$ cat src/sv/ebs_pkg.sv
// Shared constants and types for the bytecode block splitter.
// No dependencies; compile this file first.
`default_nettype none

package ebs_pkg;

  // Opcode values that the decoder treats specially.
  localparam logic [7:0] OP_STOP     = 8'h00;
  localparam logic [7:0] OP_ADD      = 8'h01;
  localparam logic [7:0] OP_SUB      = 8'h03;
  localparam logic [7:0] OP_JUMP     = 8'h56;
  localparam logic [7:0] OP_JUMPI    = 8'h57;
  localparam logic [7:0] OP_JUMPDEST = 8'h5B;
  localparam logic [7:0] OP_PUSH0    = 8'h5F;
  localparam logic [7:0] OP_PUSH1    = 8'h60;
  localparam logic [7:0] OP_PUSH32   = 8'h7F;
  localparam logic [7:0] OP_DUP1     = 8'h80;
  localparam logic [7:0] OP_SWAP16   = 8'h9F;
  localparam logic [7:0] OP_LOG4     = 8'hA4;
  localparam logic [7:0] OP_RETURN   = 8'hF3;
  localparam logic [7:0] OP_REVERT   = 8'hFD;
  localparam logic [7:0] OP_INVALID  = 8'hFE;
  localparam logic [7:0] OP_SELFDEST = 8'hFF;

  // Result kind codes.
  localparam logic [2:0] KIND_OTHER    = 3'd0;
  localparam logic [2:0] KIND_PUSH     = 3'd1;
  localparam logic [2:0] KIND_ADD      = 3'd2;
  localparam logic [2:0] KIND_SUB      = 3'd3;
  localparam logic [2:0] KIND_JUMP     = 3'd4;
  localparam logic [2:0] KIND_JUMPDEST = 3'd5;
  localparam logic [2:0] KIND_RETURN   = 3'd6;
  localparam logic [2:0] KIND_REVERT   = 3'd7;

  // Decoded view of one opcode byte.
  typedef struct packed {
    logic       mapped;
    logic       is_push;
    logic       closes;
    logic [2:0] kind;
    logic [5:0] push_len;
  } dec_t;

endpackage

`default_nettype wire

$ cat src/sv/ebs_if.sv
// Valid/ready channel interfaces for the bytecode block splitter.
// Standalone; used by the top level and its environment.
`default_nettype none

interface ebs_in_if;
  logic       valid;
  logic       ready;
  logic [7:0] code_byte;
  logic       final_byte;

  modport source (output valid, output code_byte, output final_byte, input ready);
  modport sink   (input valid, input code_byte, input final_byte, output ready);
endinterface

interface ebs_out_if;
  logic        valid;
  logic        ready;
  logic [15:0] byte_pc;
  logic        is_immediate;
  logic [2:0]  kind;
  logic [5:0]  push_length;
  logic [4:0]  operand_index;
  logic        block_end;
  logic [15:0] block_start_pc;
  logic        bad_opcode;
  logic        failed;
  logic        last;
  logic        parse_ok;

  modport source (
    output valid, input ready,
    output byte_pc, output is_immediate, output kind, output push_length,
    output operand_index, output block_end, output block_start_pc,
    output bad_opcode, output failed, output last, output parse_ok
  );
  modport sink (
    input valid, output ready,
    input byte_pc, input is_immediate, input kind, input push_length,
    input operand_index, input block_end, input block_start_pc,
    input bad_opcode, input failed, input last, input parse_ok
  );
endinterface

`default_nettype wire

$ cat src/sv/ebs_decode.sv
// Opcode table: mapped check, kind, push length and block-closing flag.
// Depends on ebs_pkg.
`default_nettype none

module ebs_decode (
  input  wire logic [7:0] code_byte,
  output ebs_pkg::dec_t   dec
);
  import ebs_pkg::*;

  logic mapped;
  logic is_push;
  logic [2:0] kind;

  always_comb begin
    mapped = 1'b0;
    if (code_byte <= 8'h0B) mapped = 1'b1;
    if (code_byte >= 8'h10 && code_byte <= 8'h1D) mapped = 1'b1;
    if (code_byte == 8'h20) mapped = 1'b1;
    if (code_byte >= 8'h30 && code_byte <= 8'h48) mapped = 1'b1;
    if (code_byte >= 8'h50 && code_byte <= OP_JUMPDEST) mapped = 1'b1;
    if (code_byte >= OP_PUSH1 && code_byte <= OP_LOG4) mapped = 1'b1;
    if (code_byte >= 8'hF0 && code_byte <= 8'hF5) mapped = 1'b1;
    if (code_byte == 8'hFA || code_byte >= OP_REVERT) mapped = 1'b1;
  end

  assign is_push = (code_byte >= OP_PUSH1) && (code_byte <= OP_PUSH32);

  always_comb begin
    if (is_push) begin
      kind = KIND_PUSH;
    end else begin
      unique case (code_byte)
        OP_ADD:            kind = KIND_ADD;
        OP_SUB:            kind = KIND_SUB;
        OP_JUMP, OP_JUMPI: kind = KIND_JUMP;
        OP_JUMPDEST:       kind = KIND_JUMPDEST;
        OP_RETURN:         kind = KIND_RETURN;
        OP_REVERT:         kind = KIND_REVERT;
        default:           kind = KIND_OTHER;
      endcase
    end
  end

  always_comb begin
    dec.mapped  = mapped;
    dec.is_push = is_push;
    dec.kind    = kind;
    // PUSH1..PUSH32 sit at 0x60..0x7F, so the low five bits plus one give the length.
    dec.push_len = is_push ? ({1'b0, code_byte[4:0]} + 6'd1) : 6'd0;
    dec.closes = (code_byte == OP_STOP) || (code_byte == OP_JUMP) ||
                 (code_byte == OP_JUMPI) || (code_byte == OP_RETURN) ||
                 (code_byte == OP_REVERT) || (code_byte == OP_INVALID) ||
                 (code_byte == OP_SELFDEST);
  end

endmodule

`default_nettype wire

$ cat src/sv/evm_bytecode_block_splitter.sv
// Top level of the bytecode block splitter: per-byte state and result register.
// Depends on ebs_pkg, ebs_if (ebs_in_if, ebs_out_if) and ebs_decode.
//
//   Channel | Direction | Carries
//   in_ch   | sink      | code_byte, final_byte
//   out_ch  | source    | one decoded result per input byte
//
// Each accepted item is decoded in the cycle it arrives and its result appears
// in the output register on the next cycle; one item per cycle is sustained
// unless out_ch stalls. The output register is the only stage, so in_ch.ready
// is high whenever that register is empty or is being emptied in the same cycle.
// Synchronous reset clears the program counter, block start, immediate
// tracking, the failure flag and the output valid.
`default_nettype none

module evm_bytecode_block_splitter #(
  parameter int PC_BITS = 16
) (
  input wire logic  clk,
  input wire logic  rst_n,
  ebs_in_if.sink    in_ch,
  ebs_out_if.source out_ch
);
  import ebs_pkg::*;

  localparam int EXT_W = (PC_BITS > 16) ? PC_BITS : 16;

  // Per-program state.
  logic [PC_BITS-1:0] next_pc_r, next_pc_nxt;
  logic [PC_BITS-1:0] blk_start_r, blk_start_nxt;
  logic [5:0]         imm_left_r, imm_left_nxt;
  logic [4:0]         imm_pos_r, imm_pos_nxt;
  logic               fail_r, fail_nxt;

  // Result register.
  logic        out_valid_r;
  logic [15:0] byte_pc_r, byte_pc_nxt;
  logic        is_imm_r, is_imm_nxt;
  logic [2:0]  kind_r, kind_nxt;
  logic [5:0]  plen_r, plen_nxt;
  logic [4:0]  opidx_r, opidx_nxt;
  logic        blk_end_r, blk_end_nxt;
  logic [15:0] blk_pc_r, blk_pc_nxt;
  logic        bad_r, bad_nxt;
  logic        failed_r;
  logic        last_r;
  logic        parse_ok_r, parse_ok_nxt;

  dec_t               dec;
  logic               accept;
  logic [PC_BITS-1:0] pc_inc;
  logic [EXT_W-1:0]   pc_ext;
  logic [EXT_W-1:0]   blk_ext;

  ebs_decode u_dec (
    .code_byte (in_ch.code_byte),
    .dec       (dec)
  );

  assign in_ch.ready = !out_valid_r || out_ch.ready;
  assign accept      = in_ch.valid && in_ch.ready;
  assign pc_inc      = next_pc_r + PC_BITS'(1);
  assign pc_ext      = EXT_W'(next_pc_r);
  assign blk_ext     = EXT_W'(blk_start_r);

  always_comb begin
    imm_left_nxt = imm_left_r;
    imm_pos_nxt  = imm_pos_r;
    fail_nxt     = fail_r;
    is_imm_nxt   = 1'b0;
    kind_nxt     = KIND_OTHER;
    plen_nxt     = 6'd0;
    opidx_nxt    = 5'd0;
    bad_nxt      = 1'b0;
    blk_end_nxt  = in_ch.final_byte;

    if (imm_left_r != 6'd0) begin
      // Immediate bytes are passed through without looking them up.
      is_imm_nxt   = 1'b1;
      opidx_nxt    = imm_pos_r;
      imm_left_nxt = imm_left_r - 6'd1;
      imm_pos_nxt  = imm_pos_r + 5'd1;
    end else if (!dec.mapped) begin
      bad_nxt  = 1'b1;
      fail_nxt = 1'b1;
    end else begin
      kind_nxt = dec.kind;
      plen_nxt = dec.push_len;
      if (dec.is_push) begin
        imm_left_nxt = dec.push_len;
        imm_pos_nxt  = 5'd0;
      end
      if (dec.closes) blk_end_nxt = 1'b1;
    end

    byte_pc_nxt  = pc_ext[15:0];
    blk_pc_nxt   = blk_ext[15:0];
    parse_ok_nxt = in_ch.final_byte && !fail_nxt;

    next_pc_nxt   = pc_inc;
    blk_start_nxt = blk_end_nxt ? pc_inc : blk_start_r;
  end

  always_ff @(posedge clk) begin
    if (!rst_n) begin
      next_pc_r   <= '0;
      blk_start_r <= '0;
      imm_left_r  <= '0;
      imm_pos_r   <= '0;
      fail_r      <= 1'b0;
      out_valid_r <= 1'b0;
    end else begin
      if (accept) begin
        if (in_ch.final_byte) begin
          // The program ends here; any pending immediates are dropped.
          next_pc_r   <= '0;
          blk_start_r <= '0;
          imm_left_r  <= '0;
          imm_pos_r   <= '0;
          fail_r      <= 1'b0;
        end else begin
          next_pc_r   <= next_pc_nxt;
          blk_start_r <= blk_start_nxt;
          imm_left_r  <= imm_left_nxt;
          imm_pos_r   <= imm_pos_nxt;
          fail_r      <= fail_nxt;
        end
        out_valid_r <= 1'b1;
      end else if (out_ch.ready) begin
        out_valid_r <= 1'b0;
      end
    end
  end

  always_ff @(posedge clk) begin
    if (accept) begin
      byte_pc_r  <= byte_pc_nxt;
      is_imm_r   <= is_imm_nxt;
      kind_r     <= kind_nxt;
      plen_r     <= plen_nxt;
      opidx_r    <= opidx_nxt;
      blk_end_r  <= blk_end_nxt;
      blk_pc_r   <= blk_pc_nxt;
      bad_r      <= bad_nxt;
      failed_r   <= fail_nxt;
      last_r     <= in_ch.final_byte;
      parse_ok_r <= parse_ok_nxt;
    end
  end

  assign out_ch.valid          = out_valid_r;
  assign out_ch.byte_pc        = byte_pc_r;
  assign out_ch.is_immediate   = is_imm_r;
  assign out_ch.kind           = kind_r;
  assign out_ch.push_length    = plen_r;
  assign out_ch.operand_index  = opidx_r;
  assign out_ch.block_end      = blk_end_r;
  assign out_ch.block_start_pc = blk_pc_r;
  assign out_ch.bad_opcode     = bad_r;
  assign out_ch.failed         = failed_r;
  assign out_ch.last           = last_r;
  assign out_ch.parse_ok       = parse_ok_r;

endmodule

`default_nettype wire

$ cat src/flat_wrapper.sv
// flat-port wrapper written by rule: the top's interface ports become plain ports
module evm_bytecode_block_splitter_flat import ebs_pkg::*;
#(
  parameter int PC_BITS = 16
)
  (clk, rst_n, in_ch_valid, in_ch_code_byte, in_ch_final_byte, in_ch_ready, out_ch_valid, out_ch_ready, out_ch_byte_pc, out_ch_is_immediate, out_ch_kind, out_ch_push_length, out_ch_operand_index, out_ch_block_end, out_ch_block_start_pc, out_ch_bad_opcode, out_ch_failed, out_ch_last, out_ch_parse_ok);
  ebs_in_if in_ch_i ();
  ebs_out_if out_ch_i ();
  input wire logic clk;
  input wire logic rst_n;
  input wire logic [$bits(in_ch_i.valid)-1:0] in_ch_valid;
  input wire logic [$bits(in_ch_i.code_byte)-1:0] in_ch_code_byte;
  input wire logic [$bits(in_ch_i.final_byte)-1:0] in_ch_final_byte;
  output wire logic [$bits(in_ch_i.ready)-1:0] in_ch_ready;
  output wire logic [$bits(out_ch_i.valid)-1:0] out_ch_valid;
  input wire logic [$bits(out_ch_i.ready)-1:0] out_ch_ready;
  output wire logic [$bits(out_ch_i.byte_pc)-1:0] out_ch_byte_pc;
  output wire logic [$bits(out_ch_i.is_immediate)-1:0] out_ch_is_immediate;
  output wire logic [$bits(out_ch_i.kind)-1:0] out_ch_kind;
  output wire logic [$bits(out_ch_i.push_length)-1:0] out_ch_push_length;
  output wire logic [$bits(out_ch_i.operand_index)-1:0] out_ch_operand_index;
  output wire logic [$bits(out_ch_i.block_end)-1:0] out_ch_block_end;
  output wire logic [$bits(out_ch_i.block_start_pc)-1:0] out_ch_block_start_pc;
  output wire logic [$bits(out_ch_i.bad_opcode)-1:0] out_ch_bad_opcode;
  output wire logic [$bits(out_ch_i.failed)-1:0] out_ch_failed;
  output wire logic [$bits(out_ch_i.last)-1:0] out_ch_last;
  output wire logic [$bits(out_ch_i.parse_ok)-1:0] out_ch_parse_ok;
  assign in_ch_i.valid = in_ch_valid;
  assign in_ch_i.code_byte = in_ch_code_byte;
  assign in_ch_i.final_byte = in_ch_final_byte;
  assign in_ch_ready = in_ch_i.ready;
  assign out_ch_valid = out_ch_i.valid;
  assign out_ch_i.ready = out_ch_ready;
  assign out_ch_byte_pc = out_ch_i.byte_pc;
  assign out_ch_is_immediate = out_ch_i.is_immediate;
  assign out_ch_kind = out_ch_i.kind;
  assign out_ch_push_length = out_ch_i.push_length;
  assign out_ch_operand_index = out_ch_i.operand_index;
  assign out_ch_block_end = out_ch_i.block_end;
  assign out_ch_block_start_pc = out_ch_i.block_start_pc;
  assign out_ch_bad_opcode = out_ch_i.bad_opcode;
  assign out_ch_failed = out_ch_i.failed;
  assign out_ch_last = out_ch_i.last;
  assign out_ch_parse_ok = out_ch_i.parse_ok;
  evm_bytecode_block_splitter #(.PC_BITS(PC_BITS)) u_core (.clk(clk), .rst_n(rst_n), .in_ch(in_ch_i), .out_ch(out_ch_i));
endmodule
$ cat config.mk
export PLATFORM = sky130hd
export DESIGN_NAME = evm_bytecode_block_splitter_flat
export DESIGN_NICKNAME = d
export VERILOG_FILES = /design/src/sv/ebs_pkg.sv /design/src/sv/ebs_if.sv /design/src/sv/ebs_decode.sv /design/src/sv/evm_bytecode_block_splitter.sv /design/src/flat_wrapper.sv
export SDC_FILE = /design/constraint.sdc
export NUM_CORES = 1
export LEC_CHECK = 0
export BUFFER_PORTS_ARGS = -buffer_cell sky130_fd_sc_hd__buf_2
export CORE_MARGIN = 8
export CORE_UTILIZATION = 45
export DETAILED_ROUTE_END_ITERATION = 10
export GPL_TIMING_DRIVEN = 0
export PLACE_DENSITY = 0.77
export SKIP_CTS_REPAIR_TIMING = 1
export SLEW_MARGIN = 20
export SYNTH_ARGS = -nofsm -noshare
export SYNTH_HDL_FRONTEND = slang
export SYNTH_SLANG_ARGS = --single-unit
$ cat constraint.sdc
create_clock -name clk -period 3.8 [get_ports clk]
set_input_delay 0.38 -clock clk [delete_from_list [all_inputs] [get_ports clk]]
set_output_delay 0.38 -clock clk [all_outputs]
set_load 0.005 [all_outputs]
# Yosys cells after proc, flatten, opt, wreduce, memory -nomap -nowiden
# Cells that the tools add are included.
[word_totals]
register_bits = 97
output_inout_bits = 54
elab_cells = 108
[classes]
add_sub_neg = 4
order_cmp = 13
n_eq_ne = 11
muxes = 32
n_bitwise = 1
reduce_logical = 29
[ops]
columns = ["operator", "count"]
rows = [
  ["two-way mux 16 bit", 3],
  ["== test 8 bit (second input constant)", 5],
  ["two-way mux 6 bit", 5],
  ["== test 8 x 7 -> 1 bit (second input constant)", 3],
  ["<= comparator 8 x 7 -> 1 bit (second input constant)", 3],
  ["two-way mux 5 bit", 4],
  ["two-way mux 1 bit", 19],
  ["case mux 3 bit (6 select lines)", 1],
  ["adder 16 x 1 -> 16 bit (second input constant)", 1],
  [">= comparator 8 x 7 -> 1 bit (second input constant)", 2],
  [">= comparator 8 bit (second input constant)", 2],
  ["<= comparator 8 bit (second input constant)", 2],
  ["== test 8 x 1 -> 1 bit (second input constant)", 1],
  ["== test 8 x 2 -> 1 bit (second input constant)", 1],
  ["== test 8 x 6 -> 1 bit (second input constant)", 1],
  [">= comparator 8 x 5 -> 1 bit (second input constant)", 1],
  [">= comparator 8 x 6 -> 1 bit (second input constant)", 1],
  ["<= comparator 8 x 4 -> 1 bit (second input constant)", 1],
  ["<= comparator 8 x 5 -> 1 bit (second input constant)", 1],
  ["logical AND 1 bit", 8],
  ["zero test 8 bit", 1],
  ["logical OR 1 bit", 8],
  ["adder 5 x 1 -> 6 bit (second input constant)", 1],
  ["nonzero test 3 bit", 2],
  ["other kinds (10)", 13],
]

# Depth between registers and ports, before layout
[logic_depth]
depth_word = 13
ltp_mapped = 9
ltp_nobuf = 8

# Modules after synthesis
# Synthesis repeated with hierarchy kept, for this count alone.
[unflattened]
cells_unflattened = 420
hier_area_um2 = 4478.0
[by_module_without_submodules]
columns = ["module", "instances", "cells_each", "area_per_inst_um2", "seq_area_each_um2"]
rows = [
  ["evm_bytecode_block_splitter", 1, 342, 3985.1, 2462.4],
  ["ebs_decode", 1, 78, 493.0, 0.0],
]

# Least setup slack after synthesis
# OpenSTA, ideal clock, no wires.
[synth_path]
path_kind = "input-to-reg"
from = "input out_ch_ready"
to = "register u_core.imm_pos_r[1]"
arrival_time_ns = 2.851
required_ns = 3.727
path_slack_ns = 0.875
cell_stages = 7
path_buffers = 2
cell_sequence = "nand2b_1 -> nand2_1 -> inv_1 -> buf_2 -> buf_1 -> nand4_1 -> a21oi_1"
[synth_between]
elab_chain_cells = 3
[synth_rtl]
columns = ["item", "line_no", "source"]
rows = [
  ["start, declared", "flat_wrapper.sv:16", "input wire logic [$bits(out_ch_i.ready)-1:0] out_ch_ready;"],
  ["logical OR 1 bit", "evm_bytecode_block_splitter.sv:60", "assign in_ch.ready = !out_valid_r || out_ch.ready;"],
  ["logical AND 1 bit", "evm_bytecode_block_splitter.sv:61", "assign accept = in_ch.valid && in_ch.ready;"],
  ["named net u_core.accept", "evm_bytecode_block_splitter.sv:50", "logic accept;"],
  ["AND reduction 3 bit (no line)", "n/a", ""],
  ["end signal, assigned", "evm_bytecode_block_splitter.sv:125", "imm_pos_r <= imm_pos_nxt;"],
  ["end, declared", "evm_bytecode_block_splitter.sv:32", "logic [4:0] imm_pos_r, imm_pos_nxt;"],
]
# The timed path passes the listed nets, and every way through them passes these cells.
# A chain may end at the register's enable or synchronous reset.

# Worst setup path after layout
[layout_path]
from = "register u_core.imm_left_r[0]"
to = "register u_core.imm_left_r[3]"
[layout_between]
elab_chain_cells = 3
[layout_rtl]
columns = ["item", "line_no", "source"]
rows = [
  ["start, declared", "evm_bytecode_block_splitter.sv:31", "logic [5:0] imm_left_r, imm_left_nxt;"],
  ["start signal, assigned", "evm_bytecode_block_splitter.sv:124", "imm_left_r <= imm_left_nxt;"],
  ["subtractor 6 x 1 -> 6 bit or nonzero test 6 bit (tied branches)", "evm_bytecode_block_splitter.sv:81, evm_bytecode_block_splitter.sv:77", ""],
  ["two-way mux 6 bit or nonzero test 3 bit (tied branches)", "n/a", ""],
  ["two-way mux 6 bit or AND reduction 3 bit (tied branches)", "n/a", ""],
]
# Parallel ways exist; a longest one is shown, timed or not.

==> flow_metrics.py <==
metrics = {
    "run_status": {
        "status": "completed",
    },
    "worst_hold_path": {
        "worstHoldPathType": "in -> reg",
        "hold_path_end": "u_core.out_ch.valid",
        "holdPathStages": 3,
        "min-delay-start": "in_ch_valid",
    },
    "logic_synthesis": {
        "ys_ff_latch": 97,
        "synth-main-ff-cell": "edfxtp_1",
        "syn_nets": 421,
        "synth_top_family_by_area": "simple AND/OR/NAND/NOR gates",
        "ys_seq_area_share_pct": 57.7,
        "synthArstFlopShare_pct": 0,
        "synth.area.mux_share_pct": 0,
        "syn-instance-count": 400,
        "synth_top_cell_area_share_pct": 36.6,
        "synth.avg_cell_area_sq_um": 10.7,
        "yosysTopAreaCell": "edfxtp_1",
        "syn_area_sq_um": 4260,
        "synthTopCellsByArea": "edfxtp_1 (37%), dfxtp_1 (21%), a21oi_1 (4.1%)",
        "yosys_warnings": 0,
        "yosys.area_share.xor_xnor_pct": 2.88,
        "synth_edf_count": 52,
        "synth_cell_type_count": 57,
        "synth-compound-area-share_pct": 14.2,
        "synth_fa_ha_area_share_pct": 2.35,
        "synth-simple-area-share_pct": 19.5,
    },
    "setup_path": {
        "timing_worst_setup_path_type": "reg -> reg",
        "r2r-end": "u_core.imm_left_r[3]",
        "cp_data_arrival_time_ns": 2.71,
        "cp-end-kind": "flop",
        "cp.required_ns": 4.04,
        "rr_worst_depth": 9,
        "timing.rr.start": "u_core.imm_left_r[0]",
        "start_kind": "flop",
        "path_max_fanout": 10,
        "reg2reg_slack_ns": 1.33,
    },
    "timing": {
        "fin_crit_ns": 2.47,
        "worstMarginPinSlew_ns": 0.538,
        "finalCritPeriodShare_pct": 64.9,
        "grt_setup_unrepaired": "no",
        "finalHoldViolations": 0,
        "slew_headroom_pct": 64.2,
        "skew_ns": 0.00957,
        "maxSlewViolCount": 0,
        "tns_ns": 0,
        "max_freq_ghz": 0.406,
        "finalSetupViolations": 0,
    },
    "die": {
        "core_sq_um": 9240,
        "die_h_microns": 113,
        "rows": 35,
        "die-area_sq_um": 12800,
        "ios": 67,
        "initial_core_util_pct": 46.1,
        "die_w_microns": 113,
    },
    "route": {
        "wl_per_cell_microns": 15.7,
        "vias": 3332,
        "drc": 0,
        "first_pass_iters": 4,
        "viasPerCell": 5.44,
        "routed_wl_microns": 9620,
        "drt_iter0_drc": 200,
        "antenna_left": 0,
    },
    "global_route": {
        "top_usage_layer": "met2",
        "overflow": 0,
        "grt_pass1_vias": 3284,
        "grtUsageMet2_pct": 25.4,
        "track_usage_pct": 15.7,
        "grt_pass1_wl_microns": 16200,
        "use_met1_pct": 19.4,
        "grt_util_met3_pct": 4.37,
        "grt_max_degree": 25,
        "antenna_found_initial": 0,
    },
    "clock_tree": {
        "clkSinkCount": 97,
        "cts_buffers": 9,
        "cts_buffer_depth": 2,
        "clockRootBuffer": "clkbuf_8",
        "insertion_delay_ns": 0.38,
        "cts_tree": "built",
        "clk_pin_slew_ns": 0.10,
        "htreeDepth": 3,
    },
    "final_layout": {
        "syn2layout_area_growth_pct": 17.5,
        "final_util_pct": 54.2,
        "nets": 499,
        "antennaDiodeCount": 0,
        "register_area_sq_um": 2460,
        "nFillCells": 801,
        "multi_input_area_sq_um": 1660,
        "drive_gt1_share_pct": 21.9,
    },
    "place": {
        "port_buffers": 65,
        "dp_hpwl_microns": 7020,
        "gp_congestion": 0.852,
    },
    "run": {
        "maxCapViolCount": 0,
    },
    "power": {
        "p_per_area_nw_per_um2": 413,
        "irDropWorstVdd_mv": 0.233,
        "leakage_nw": 1.92,
    },
}
[sequential cells by signal, summed over array words and instances (netlist names)]
| name | flops |
|---|---|
| u_core.blk_ext | 16 |
| u_core.byte_pc_nxt | 16 |
| u_core.fail_r | 1 |
| u_core.imm_left_r | 6 |
| u_core.imm_pos_r | 5 |
| u_core.out_ch.bad_opcode | 1 |
| u_core.out_ch.block_end | 1 |
| u_core.out_ch.block_start_pc | 16 |
| u_core.out_ch.byte_pc | 16 |
| u_core.out_ch.failed | 1 |
| u_core.out_ch.is_immediate | 1 |
| u_core.out_ch.kind | 3 |
| u_core.out_ch.last | 1 |
| u_core.out_ch.operand_index | 5 |
| u_core.out_ch.parse_ok | 1 |
| u_core.out_ch.push_length | 6 |
| u_core.out_ch.valid | 1 |
[worst max-delay path by stage]
stage          cells past startpoint            startpoint                   end
6_report                           9  u_core.imm_left_r[0]  u_core.imm_left_r[3]
5_1_grt                            9  u_core.imm_left_r[0]  u_core.imm_left_r[3]
4_1_cts                            8  u_core.imm_left_r[0]    u_core.blk_ext[15]
3_5_place_dp                      10    in_ch_code_byte[1]    u_core.blk_ext[11]
3_3_place_gp                       8          out_ch_ready   u_core.imm_pos_r[1]
2_1_floorplan                      7          out_ch_ready   u_core.imm_pos_r[1]
[cell type report]
| cell class | count | share of cell area (%) |
|---|---|---|
| Inverter | 10 | 0.749 |
| Buffer | 23 | 2.15 |
| Clock inverter | 7 | 1.62 |
| Multi-Input combinational cell | 270 | 33.1 |
| Timing Repair Buffer | 67 | 7.59 |
| Clock buffer | 9 | 2.47 |
| Tap cell | 129 | 3.22 |
| Sequential cell | 97 | 49.1 |
[layout by cell type (no fill, tap or decap), drive strengths merged, types with 3 or more instances in the layout]
master	count
buf	77
edfxtp	52
dfxtp	45
nor2	36
a21oi	35
nand2	31
clkbuf	22
o21ai	16
nand3	16
inv	13
nor3	11
and3	10
a22o	10
nand4	8
xor2	8
ha	8
and2	7
a31oi	7
xnor2	6
nor4	5
o2bb2ai	5
nor2b	4
or3	4
clkinv	4
nand2b	3
or2	3
nand3b	3
o31ai	3
and3b	3
and4	3
or4	3
[per-layer routing]
layer,part of all wire (%),up-vias
li1,-,1638
met3,7.1,11
met1,44,1577
met4,1.3,0
met2,47,106
met5,0,-
[cells in the mapped netlist (3+ instances only)]
master,instances
a21oi_1,35
a22o_1,10
a31oi_1,6
and2_1,7
and3_1,10
buf_1,3
buf_2,4
clkbuf_1,13
dfxtp_1,45
edfxtp_1,52
ha_1,8
inv_1,9
nand2_1,31
nand2b_1,3
nand3_1,16
nand3b_1,3
nand4_1,8
nor2_1,35
nor2b_1,4
nor3_1,11
nor4_1,5
o21ai_0,16
o2bb2ai_1,5
o31ai_1,3
or2_2,3
or3_1,4
xnor2_1,6
xor2_1,8
[through the flow]
| step | area, sq um | power, mW | hold slack, ns | setup WS [ns] | std cells |
|---|---|---|---|---|---|
| floorplan | 4260 | 1.32 | 0.403 | 0.875 | 400 |
| global placement | 4750 | 1.41 | 0.423 | 0.159 | 594 |
| detailed placement | 4810 | 1.42 | 0.419 | 1.01 | 596 |
| CTS | 5010 | 2.09 | 0.226 | 1.39 | 612 |
| global route | 5010 | 2.16 | 0.247 | 1.20 | 612 |
| finish | 5010 | 2.07 | 0.241 | 1.33 | 612 |
[cell families (layout without fill, tap and decap cells)]
logic type / Yosys count / count (layout)
simple gates: 157 / 157
flops: 97 / 97
compound gates: 91 / 91
buf+inv: 33 / 116
xor+xnor: 14 / 14
fa+ha+maj: 8 / 8
[power breakdown]
part | leakage (nW) | total, mW | switching, mW | internal [mW]
sequential | 0.888 | 1.16 | 0.0142 | 1.14
clock | 0.103 | 0.672 | 0.409 | 0.263
combinational | 0.928 | 0.242 | 0.155 | 0.0865
[worst max-delay path, cell delays in order, from the launching register on]
cell and delay (ns):
dfxtp_1 0.37, inv_1 0.10, ha_1 0.30, and3b_1 0.23, inv_1 0.14, o31ai_1 0.36, clkbuf_1 0.42, nor4_1 0.13
a31oi_1 0.18, a21oi_1 0.09
(Power assumes the default switching activity.)
